--- src/design/mpbs_pkg.sv ---
package mpbs_pkg;

    // input item kinds
    localparam logic KIND_START   = 1'b0;
    localparam logic KIND_OUTCOME = 1'b1;

    // probe outcome codes
    localparam logic [1:0] OUTC_NO_REPLY = 2'd0;
    localparam logic [1:0] OUTC_PASS     = 2'd1;
    localparam logic [1:0] OUTC_DF       = 2'd2;

    // result event codes
    localparam logic [1:0] EV_PROBE   = 2'd0;
    localparam logic [1:0] EV_SUCCESS = 2'd1;
    localparam logic [1:0] EV_FAIL    = 2'd2;

    // configuration register indexes
    localparam logic CFG_MIN_MTU = 1'b0;
    localparam logic CFG_MAX_MTU = 1'b1;

    localparam logic [15:0] MIN_MTU_RST = 16'd576;
    localparam logic [15:0] MAX_MTU_RST = 16'd1500;
    localparam logic [15:0] PING_HDR    = 16'd28;
    localparam logic [15:0] V6_HDR      = 16'd20;
    localparam logic [1:0]  MISS_FAIL   = 2'd3;

    typedef struct packed {
        logic       kind;
        logic [1:0] probe_outcome;
    } t_in_item;

    typedef struct packed {
        logic [1:0]  event_res;
        logic [15:0] probe_mtu;
        logic [15:0] probe_payload;
        logic [15:0] best_mtu;
        logic [15:0] ipv6_mtu;
    } t_out_item;

    typedef struct packed {
        logic [16:0] lower_bound;
        logic [16:0] upper_bound;
        logic [15:0] best_so_far;
        logic [15:0] probe_size;
        logic [1:0]  miss_count;
        logic        last_probe;
        logic        searching;
    } t_search_state;

endpackage

--- src/design/mpbs_step.sv ---
module mpbs_step (
    input  mpbs_pkg::t_search_state i_state,
    input  mpbs_pkg::t_in_item      i_item,
    input  logic [15:0]             i_min_mtu,
    input  logic [15:0]             i_max_mtu,
    output mpbs_pkg::t_search_state o_state,
    output logic                    o_res_vld,
    output mpbs_pkg::t_out_item     o_res
);
    import mpbs_pkg::*;

    t_search_state nx;
    logic          do_head;
    logic          do_best;
    logic          do_fail;
    logic [1:0]    miss_inc;
    logic [16:0]   half;
    logic [16:0]   gap;
    logic [16:0]   probe_sum;

    always_comb begin
        nx        = i_state;
        o_res_vld = 1'b0;
        o_res     = '0;
        do_head   = 1'b0;
        do_best   = 1'b0;
        do_fail   = 1'b0;
        miss_inc  = i_state.miss_count + 2'd1;
        half      = {1'b0, i_state.probe_size} - i_state.lower_bound;
        gap       = '0;
        probe_sum = '0;

        if (i_item.kind == KIND_START) begin
            nx.lower_bound = {1'b0, i_min_mtu};
            nx.upper_bound = {1'b0, i_max_mtu} + 17'd1;
            nx.best_so_far = '0;
            nx.probe_size  = '0;
            nx.miss_count  = '0;
            nx.last_probe  = 1'b0;
            nx.searching   = 1'b1;
            if (i_min_mtu > i_max_mtu) begin
                nx.lower_bound = '0;
                nx.upper_bound = '0;
                do_fail        = 1'b1;
            end else begin
                do_head = 1'b1;
            end
        end else if (i_state.searching) begin
            case (i_item.probe_outcome)
                OUTC_PASS: begin
                    nx.best_so_far = i_state.probe_size;
                    nx.lower_bound = {1'b0, i_state.probe_size};
                end
                OUTC_DF: begin
                    nx.upper_bound = i_state.upper_bound - half;
                end
                default: begin
                    // no reply, or an unused code: count a miss
                    nx.miss_count = miss_inc;
                    if (miss_inc == MISS_FAIL) begin
                        nx.miss_count = '0;
                        do_fail       = 1'b1;
                    end
                end
            endcase
            if (!do_fail) begin
                if (i_state.last_probe) begin
                    do_best = 1'b1;
                end else begin
                    do_head = 1'b1;
                end
            end
        end

        // loop head: close the search or request the midpoint probe
        gap = nx.upper_bound - nx.lower_bound;
        if (do_head) begin
            if (gap <= 17'd1 && nx.lower_bound == {1'b0, nx.best_so_far}) begin
                do_best = 1'b1;
            end else begin
                if (gap <= 17'd1) begin
                    nx.last_probe = 1'b1;
                end
                probe_sum           = nx.lower_bound + (gap >> 1);
                nx.probe_size       = probe_sum[15:0];
                o_res_vld           = 1'b1;
                o_res.event_res     = EV_PROBE;
                o_res.probe_mtu     = probe_sum[15:0];
                o_res.probe_payload = (probe_sum[15:0] > PING_HDR) ?
                                      (probe_sum[15:0] - PING_HDR) : 16'd0;
                o_res.best_mtu      = nx.best_so_far;
            end
        end

        if (do_best) begin
            if (nx.best_so_far == 16'd0) begin
                do_fail = 1'b1;
            end else begin
                nx.searching    = 1'b0;
                nx.last_probe   = 1'b0;
                o_res_vld       = 1'b1;
                o_res.event_res = EV_SUCCESS;
                o_res.best_mtu  = nx.best_so_far;
                o_res.ipv6_mtu  = (nx.best_so_far > V6_HDR) ?
                                  (nx.best_so_far - V6_HDR) : 16'd0;
            end
        end

        if (do_fail) begin
            nx.searching = 1'b0;
            nx.last_probe = 1'b0;
            o_res_vld    = 1'b1;
            o_res        = '0;
            o_res.event_res = EV_FAIL;
        end

        o_state = nx;
    end

endmodule

--- src/design/mtu_probe_binary_search_unit.sv ---
// Path-MTU binary search controller.
// Input channel (i_in_valid / o_in_stall / i_in_data): a start item opens a
// search over [min_mtu, max_mtu]; an outcome item reports the result of the
// outstanding probe (no reply, passed, or DF refused).
// Output channel (o_out_valid / i_out_stall / o_out_data): one result per
// item at most: a probe request, a success with the final MTU, or a failure.
// Outcome items that arrive while no search runs give no result.
// Configuration: i_cfg_we writes min_mtu (index 0) or max_mtu (index 1);
// write only while the block is idle. A new value applies at the next start.
// Path: an accepted item is held in the input register until the search step
// processes it, and its result is then written to the result register.
// Throughput: one item per cycle unless the output stalls; the whole step is
// a single pass of subtract, halve, add and compare between the two registers.
// Reset (synchronous, active low) empties both registers, clears the search
// state and loads min_mtu = 576 and max_mtu = 1500.
// A stall on the output holds the result register; the held input item then
// raises o_in_stall in the same cycle, so no item is lost or reordered.
module mtu_probe_binary_search_unit (
    input  logic                i_clk,
    input  logic                i_rst_n,
    input  logic                i_in_valid,
    output logic                o_in_stall,
    input  mpbs_pkg::t_in_item  i_in_data,
    output logic                o_out_valid,
    input  logic                i_out_stall,
    output mpbs_pkg::t_out_item o_out_data,
    input  logic                i_cfg_we,
    input  logic                i_cfg_index,
    input  logic [15:0]         i_cfg_data
);
    import mpbs_pkg::*;

    logic          r_in_vld;
    t_in_item      r_in_item;
    logic          r_out_vld;
    t_out_item     r_out_item;
    t_search_state r_state;
    logic [15:0]   r_min_mtu;
    logic [15:0]   r_max_mtu;

    t_search_state n_state;
    t_out_item     n_res;
    logic          n_res_vld;
    logic          out_free;
    logic          proc;
    logic          in_xfer;

    assign out_free   = !r_out_vld || !i_out_stall;
    assign proc       = r_in_vld && out_free;
    assign o_in_stall = r_in_vld && !out_free;
    assign in_xfer    = i_in_valid && !o_in_stall;

    mpbs_step u_step (
        .i_state   (r_state),
        .i_item    (r_in_item),
        .i_min_mtu (r_min_mtu),
        .i_max_mtu (r_max_mtu),
        .o_state   (n_state),
        .o_res_vld (n_res_vld),
        .o_res     (n_res)
    );

    always_ff @(posedge i_clk) begin
        if (!i_rst_n) begin
            r_in_vld  <= 1'b0;
            r_out_vld <= 1'b0;
            r_state   <= '0;
            r_min_mtu <= MIN_MTU_RST;
            r_max_mtu <= MAX_MTU_RST;
        end else begin
            if (in_xfer) begin
                r_in_vld <= 1'b1;
            end else if (proc) begin
                r_in_vld <= 1'b0;
            end
            if (proc) begin
                r_state   <= n_state;
                r_out_vld <= n_res_vld;
            end else if (!i_out_stall) begin
                r_out_vld <= 1'b0;
            end
            if (i_cfg_we) begin
                case (i_cfg_index)
                    CFG_MIN_MTU: r_min_mtu <= i_cfg_data;
                    CFG_MAX_MTU: r_max_mtu <= i_cfg_data;
                    default:     r_min_mtu <= r_min_mtu;
                endcase
            end
        end
    end

    always_ff @(posedge i_clk) begin
        if (in_xfer) begin
            r_in_item <= i_in_data;
        end
        if (proc && n_res_vld) begin
            r_out_item <= n_res;
        end
    end

    assign o_out_valid = r_out_vld;
    assign o_out_data  = r_out_item;

`ifndef NO_ASSERTIONS
    a_end_goes_idle: assert property (@(posedge i_clk) disable iff (!i_rst_n)
        (proc && n_res_vld && n_res.event_res != EV_PROBE) |=> !r_state.searching)
        else $error("search still running after a final result");

    a_probe_keeps_search: assert property (@(posedge i_clk) disable iff (!i_rst_n)
        (proc && n_res_vld && n_res.event_res == EV_PROBE) |=> r_state.searching)
        else $error("probe requested but search not running");

    a_miss_bounded: assert property (@(posedge i_clk) disable iff (!i_rst_n)
        r_state.miss_count != MISS_FAIL)
        else $error("miss counter passed the failure limit");

    a_success_nonzero: assert property (@(posedge i_clk) disable iff (!i_rst_n)
        (o_out_valid && o_out_data.event_res == EV_SUCCESS) |-> o_out_data.best_mtu != 16'd0)
        else $error("success reported with zero best size");

    a_stall_only_full: assert property (@(posedge i_clk) disable iff (!i_rst_n)
        o_in_stall |-> (r_in_vld && r_out_vld))
        else $error("input stalled with room to advance");
`endif

endmodule
--- config.mk ---
export PLATFORM = sky130hd
export DESIGN_NAME = mtu_probe_binary_search_unit
export DESIGN_NICKNAME = d
export VERILOG_FILES = /design/src/design/mpbs_pkg.sv /design/src/design/mpbs_step.sv /design/src/design/mtu_probe_binary_search_unit.sv
export SDC_FILE = /design/constraint.sdc
export NUM_CORES = 1
export LEC_CHECK = 0
export BUFFER_PORTS_ARGS = -buffer_cell sky130_fd_sc_hd__clkbuf_2
export CORE_ASPECT_RATIO = 0.5
export CORE_MARGIN = 2
export CORE_UTILIZATION = 53
export DETAILED_ROUTE_END_ITERATION = 10
export PLACE_DENSITY = 0.75
export SYNTH_ARGS = -nofsm -noshare
export SYNTH_HDL_FRONTEND = slang
export SYNTH_SLANG_ARGS = --single-unit
--- constraint.sdc ---
create_clock -name i_clk -period 6.6 [get_ports i_clk]
set_input_delay 0.66 -clock i_clk [delete_from_list [all_inputs] [get_ports i_clk]]
set_output_delay 0.66 -clock i_clk [all_outputs]
set_load 0.02 [all_outputs]
== Word-level counts from Yosys, hierarchy flattened ==
Index checks and enable logic that the tools add are counted.

* Flip-flop bits (word level): 173
* Input bits: 25
* Logic and storage cells: 118

* Add/sub/neg operators: 8
* $lt $le $gt $ge: 4
* Equal/unequal tests: 7
* Muxes and demuxes: 57
* Bitwise operators: 5
* Reduce and logical (&&, ||, !) cells: 19

{| class="wikitable"
|+ Operators by type and width
! operator !! count
|-
| $mux 50 || 3
|-
| $mux 16 || 6
|-
| $mux 32 || 2
|-
| $mux 48 || 1
|-
| $mux 17 || 2
|-
| $sub 17x17->17 || 2
|-
| $mux 33 || 1
|-
| $gt 16x5->1 const B || 2
|-
| $mux 1 || 32
|-
| $sub 16x5->16 const B || 2
|-
| $mux 2 || 10
|-
| $add 16x1->17 const B || 1
|-
| $eq 17x16->1 || 1
|-
| $le 17x1->1 const B || 1
|-
| $sub 16x17->17 || 1
|-
| $add 16x16->16 || 1
|-
| $gt 16x16->1 || 1
|-
| $logic_not 16->1 || 1
|-
| $reduce_or 4->1 || 2
|-
| $logic_and 1x1->1 || 5
|-
| $not 1->1 || 5
|-
| $eq 2x2->1 const B || 2
|-
| $logic_not 1->1 || 4
|-
| $ne 2x1->1 const B || 2
|-
| 9 further kinds || 10
|}

== Logic depth before layout (Yosys ltp) ==
* Word-level depth: 14
* Depth in mapped cells: 32

== Hierarchy ==
Synthesis repeated with hierarchy kept, for this count alone.

* Cells, all modules: 1486
* Area total of the unflattened synthesis: 12640.9 sq um

{| class="wikitable"
|+ By module, submodules not included
! module !! times used !! cells an instance !! area each (sq um) !! seq. area each (sq um)
|-
| mtu_probe_binary_search_unit || 1 || 532 || 6446.2 || 4154.0
|-
| mpbs_step || 1 || 954 || 6194.7 || 0.0
|}

== Worst setup path after synthesis ==
No wires, ideal clock.

* Path kind: reg-to-reg
* From: register r_state[54] (netlist name)
* To: register r_out_item, in the netlist o_out_data[41], data pin
* Arrival: 6272 ps
* Data required time: 6343 ps
* Setup slack: 72 ps
* Cell stages (with the launch flop): 29
* Period minus slack after synthesis: 6528 ps
* Path through: dfxtp_1 inv_1 fa_1 inv_1 ha_1 a21o_1 a21o_1 a2111oi_0 nor2_1 nor2_1 xor2_1 nor2_1 a21oi_1 o22ai_1 ha_1 a2111o_1 o221ai_1 nor3b_1 nor2_1 ha_1 a21oi_1 o21ai_0 xnor2_1 or3b_2 nor4b_2 a31oi_1 o21ai_2 buf_2 nor2_1

{| class="wikitable"
|+ RTL lines
! element !! RTL line !! source
|-
| from (decl) || mtu_probe_binary_search_unit.sv:37 || <nowiki>t_search_state r_state;</nowiki>
|-
| from (signal assigned) || mtu_probe_binary_search_unit.sv:77 || <nowiki>r_state <= n_state;</nowiki>
|-
| to (signal assigned) || mtu_probe_binary_search_unit.sv:97 || <nowiki>r_out_item <= n_res;</nowiki>
|-
| to (decl) || mtu_probe_binary_search_unit.sv:36 || <nowiki>t_out_item r_out_item;</nowiki>
|}

==> out/metrics.yaml <==
outcome:
  outcome: "complete, no violations"
setup_path:
  start_kind: "flop"
  end_kind: "flop"
  crit_path_end: "o_out_data[33]$_SDFFCE_PP0P_"
  cp_max_fo: 8
  worstPathArrival_ns: 6.69
  crit_start: "r_state[37]$_SDFFE_PN0P_"
  cpPeakStageDelay_ns: 0.52
  r2r_setup_slack_ns: 0.11
  crit_top_cell: "a21o_1"
  r2r_start: "r_state[37]$_SDFFE_PN0P_"
  r2r_end: "o_out_data[33]$_SDFFCE_PP0P_"
  crit_slowest_cell: "fa_1"
  r2r_cells: 31
  required_ns: 6.80
  path_class: "flop to flop"
yosys:
  synth_area_mm2: 0.0117
  synth_area_leader_cell: "dfxtp_1"
  synth_ff_type: "dfxtp_1"
  syn_nets: 1522
  synth-edff-count: 69
  syn_inst: 1406
  synth.top_cell.area_share_pct: 17.8
  synth_cell_type_count: 78
  synthTopCellsByCount: "163 x nand2_1, 161 x nor2_1, 135 x a21oi_1"
  avgSynthCellArea_um2: 8.30
  synth.most_common_cell: "nand2_1"
  seq_area_frac_synth_pct: 35.6
  async_flop_share_pct: 0
  yosys-top-cells-area: "dfxtp_1 18%, edfxtp_1 18%, ha_1 7.8%, a21oi_1 5.8%, nand2_1 5.2%"
  ys_warn_count: 0
  synth-seq-cells: 173
die:
  io_pins: 93
  die_height_um: 109
  start_util_pct: 54.0
  coreArea_mm2: 0.0216
  die-width_um: 214
  rows: 38
  dieArea_mm2: 0.0233
power:
  combPwrFrac_pct: 49.2
  leakage_nw: 6.00
  switching_share_pct: 39.7
  sequentialPowerShare_pct: 27.9
  p_sw_mw: 1.80
  power.share.clock_pct: 22.9
  ir_drop_mv: 0.198
  pwr_density_cell_mw_per_mm2: 323
  p_int_mw: 2.74
timing:
  whs_ns: 0.382
  tightest_slew_ns: 1.10
  fin_crit_sh_pct: 98.4
  post-route-min-period_ns: 6.49
  clock_skew_ns: 0.0147
  setup_viol: 0
  setup_tns_ns: 0
  final_hold_viol_count: 0
  fmax_ghz: 0.154
  slew_viol_final: 0
  relSlewSlack_pct: 26.4
global_routing:
  antenna_found_initial: 3
  grt_usage_pct: 32.6
  gr-total-overflow: 0
  grt.busiest_layer: "met2"
  grtUsageMet1_pct: 46.6
  grt.met2_usage_pct: 46.8
  grt_start_max_net_pins: 80
  grt_pass1_vias: 10016
  use_met3_pct: 10.9
  grt_pass1_wl_um: 56600
worst_hold_path:
  worstHoldPathType: "input pin to flop"
detailed_routing:
  drt.antenna.violating_nets: 0
  drt-total-wl_um: 37700
  drt_iter0_markers: 1180
  dr.pass1.iters: 6
  vias: 11045
  drc: 0
  vias_per_cell: 5.93
  wl_per_cell_um: 20.2
clock_network:
  cts_tree: "yes"
  worstSkewPairLatency_ns: 0.46
  numCtsBuffers: 17
  cts_sinks: 173
  clockRootBuffer: "clkbuf_16"
  htreeDepth: 4
  clk_pin_slew_ns: 0.07
  clock_path_buffers: 2
placement:
  hpwl_um: 28300
  dp_cells: 1814
  finalWeightedCongestion: 0.963
  portBuffers: 92
finish:
  area_delta_synth_final_pct: 20.4
  diodes: 0
  stdcell_count: 1861
  fin_nets: 1664
  drive_above_1_share_pct: 20.4
job:
  maxCapViolCount: 0
==> placed cells by master (no fill, tap or decap), types with 10 or more instances in the layout <==
| cell | n |
|---|---|
| nand2_1 | 161 |
| nor2_1 | 158 |
| a21oi_1 | 124 |
| inv_1 | 116 |
| dfxtp_1 | 100 |
| buf_4 | 95 |
| clkbuf_2 | 92 |
| edfxtp_1 | 69 |
| xnor2_1 | 64 |
| ha_1 | 63 |
| a211oi_1 | 34 |
| a21o_1 | 31 |
| and3_1 | 30 |
| nand3_1 | 26 |
| xor2_1 | 25 |
| o21a_1 | 24 |
| o22ai_1 | 23 |
| nor3_1 | 22 |
| o21ai_0 | 20 |
| o211ai_1 | 18 |
| clkbuf_16 | 18 |
| fa_1 | 17 |
| nand4_1 | 14 |
| and2_1 | 14 |
| nor2_2 | 13 |
| nand2b_1 | 11 |
| a21oi_2 | 10 |
==> sequential cells by signal, indices dropped and copies added (netlist names) <==
register / flops
r_state: 70
o_out_data: 66
r_max_mtu: 16
r_min_mtu: 16
r_in_item: 3
o_out_valid: 1
r_in_vld: 1
==> worst min path at each step <==
stage / from / end / slack, ns / cells after the start
3_5_place_dp: r_state[48]$_SDFFE_PN0P_ / r_state[48]$_SDFFE_PN0P_ / 0.48 / 2
5_1_grt: i_in_data[0] / r_in_item[0]$_DFFE_PP_ / 0.37 / 1
2_1_floorplan: r_state[48]$_SDFFE_PN0P_ / r_state[48]$_SDFFE_PN0P_ / 0.45 / 2
3_3_place_gp: r_state[48]$_SDFFE_PN0P_ / r_state[48]$_SDFFE_PN0P_ / 0.46 / 2
4_1_cts: i_in_data[2] / r_in_item[2]$_DFFE_PP_ / 0.37 / 1
6_report: i_in_data[0] / r_in_item[0]$_DFFE_PP_ / 0.38 / 1
==> metrics by stage <==
step / area (µm²) / util (%) / power (mW) / setup slack, ns
after floorplan: 11700 / - / 2.54 / 0.0716
after global placement: 12900 / 59.6 / 3.14 / 0.0534
after detailed placement: 12900 / 59.6 / 3.18 / -0.0149
after CTS: 13500 / 62.5 / 4.25 / 0.0117
after global routing: 14000 / 64.9 / 4.76 / -0.123
final: 14000 / 64.9 / 4.54 / 0.108
==> power by group through the flow <==
stage	logic (mW)	registers, mW	clock network [mW]
2_1_floorplan	1.24	1.30	0
3_3_place_gp	1.86	1.28	0
3_5_place_dp	1.90	1.29	0
4_1_cts	1.94	1.26	1.05
5_1_grt	2.40	1.27	1.09
6_report	2.23	1.27	1.04
==> cell families (layout without fill, tap and decap cells) <==
logic type                 Yosys count  count (layout)  synth area share [%]
buffers and inverters              186             341                  6.22
AOI/OAI and AO/OA                  363             363                  20.3
and+or+nand+nor                    494             494                  19.5
muxes                                6               6                 0.557
DFF                                173             173                  35.6
adders and majority gates           91              91                  10.9
xor gates and xnor gates            93              93                  6.98
==> worst max-delay path: cells and delay by family, from the launching register on <==
| family | cells | cell delay, ns |
|---|---|---|
| compound gates | 12 | 2.23 |
| xor+xnor | 3 | 0.35 |
| fa+ha+maj | 4 | 1.43 |
| buf+inv | 6 | 0.70 |
| flops | 1 | 0.32 |
| simple gates | 6 | 1.21 |
==> area by class of cell <==
| class | count | area (µm²) |
|---|---|---|
| multi-input combinational | 1047 | 7230 |
| fill | 1838 | 7580 |
| clock inverter | 13 | 149 |
| tap | 300 | 375 |
| clock buffer | 19 | 454 |
| timing repair buffer | 192 | 1240 |
| sequential | 173 | 4160 |
| inverter | 117 | 439 |
==> metal layers <==
layer	wire length [µm]	share of wire [%]
met1	16600	44
met2	15800	42
met3	4450	12
met4	781	2.1
met5	27	0.072
==> timing repair <==
item | CTS | global route
pin swaps | 1 | 35
buffers inserted | 0 | 15
hold buffers | 0 | 0
endpoints found under the setup margin | 35 | 84
resized for setup | 9 | 79
Power figures use the tool's default switching activity.
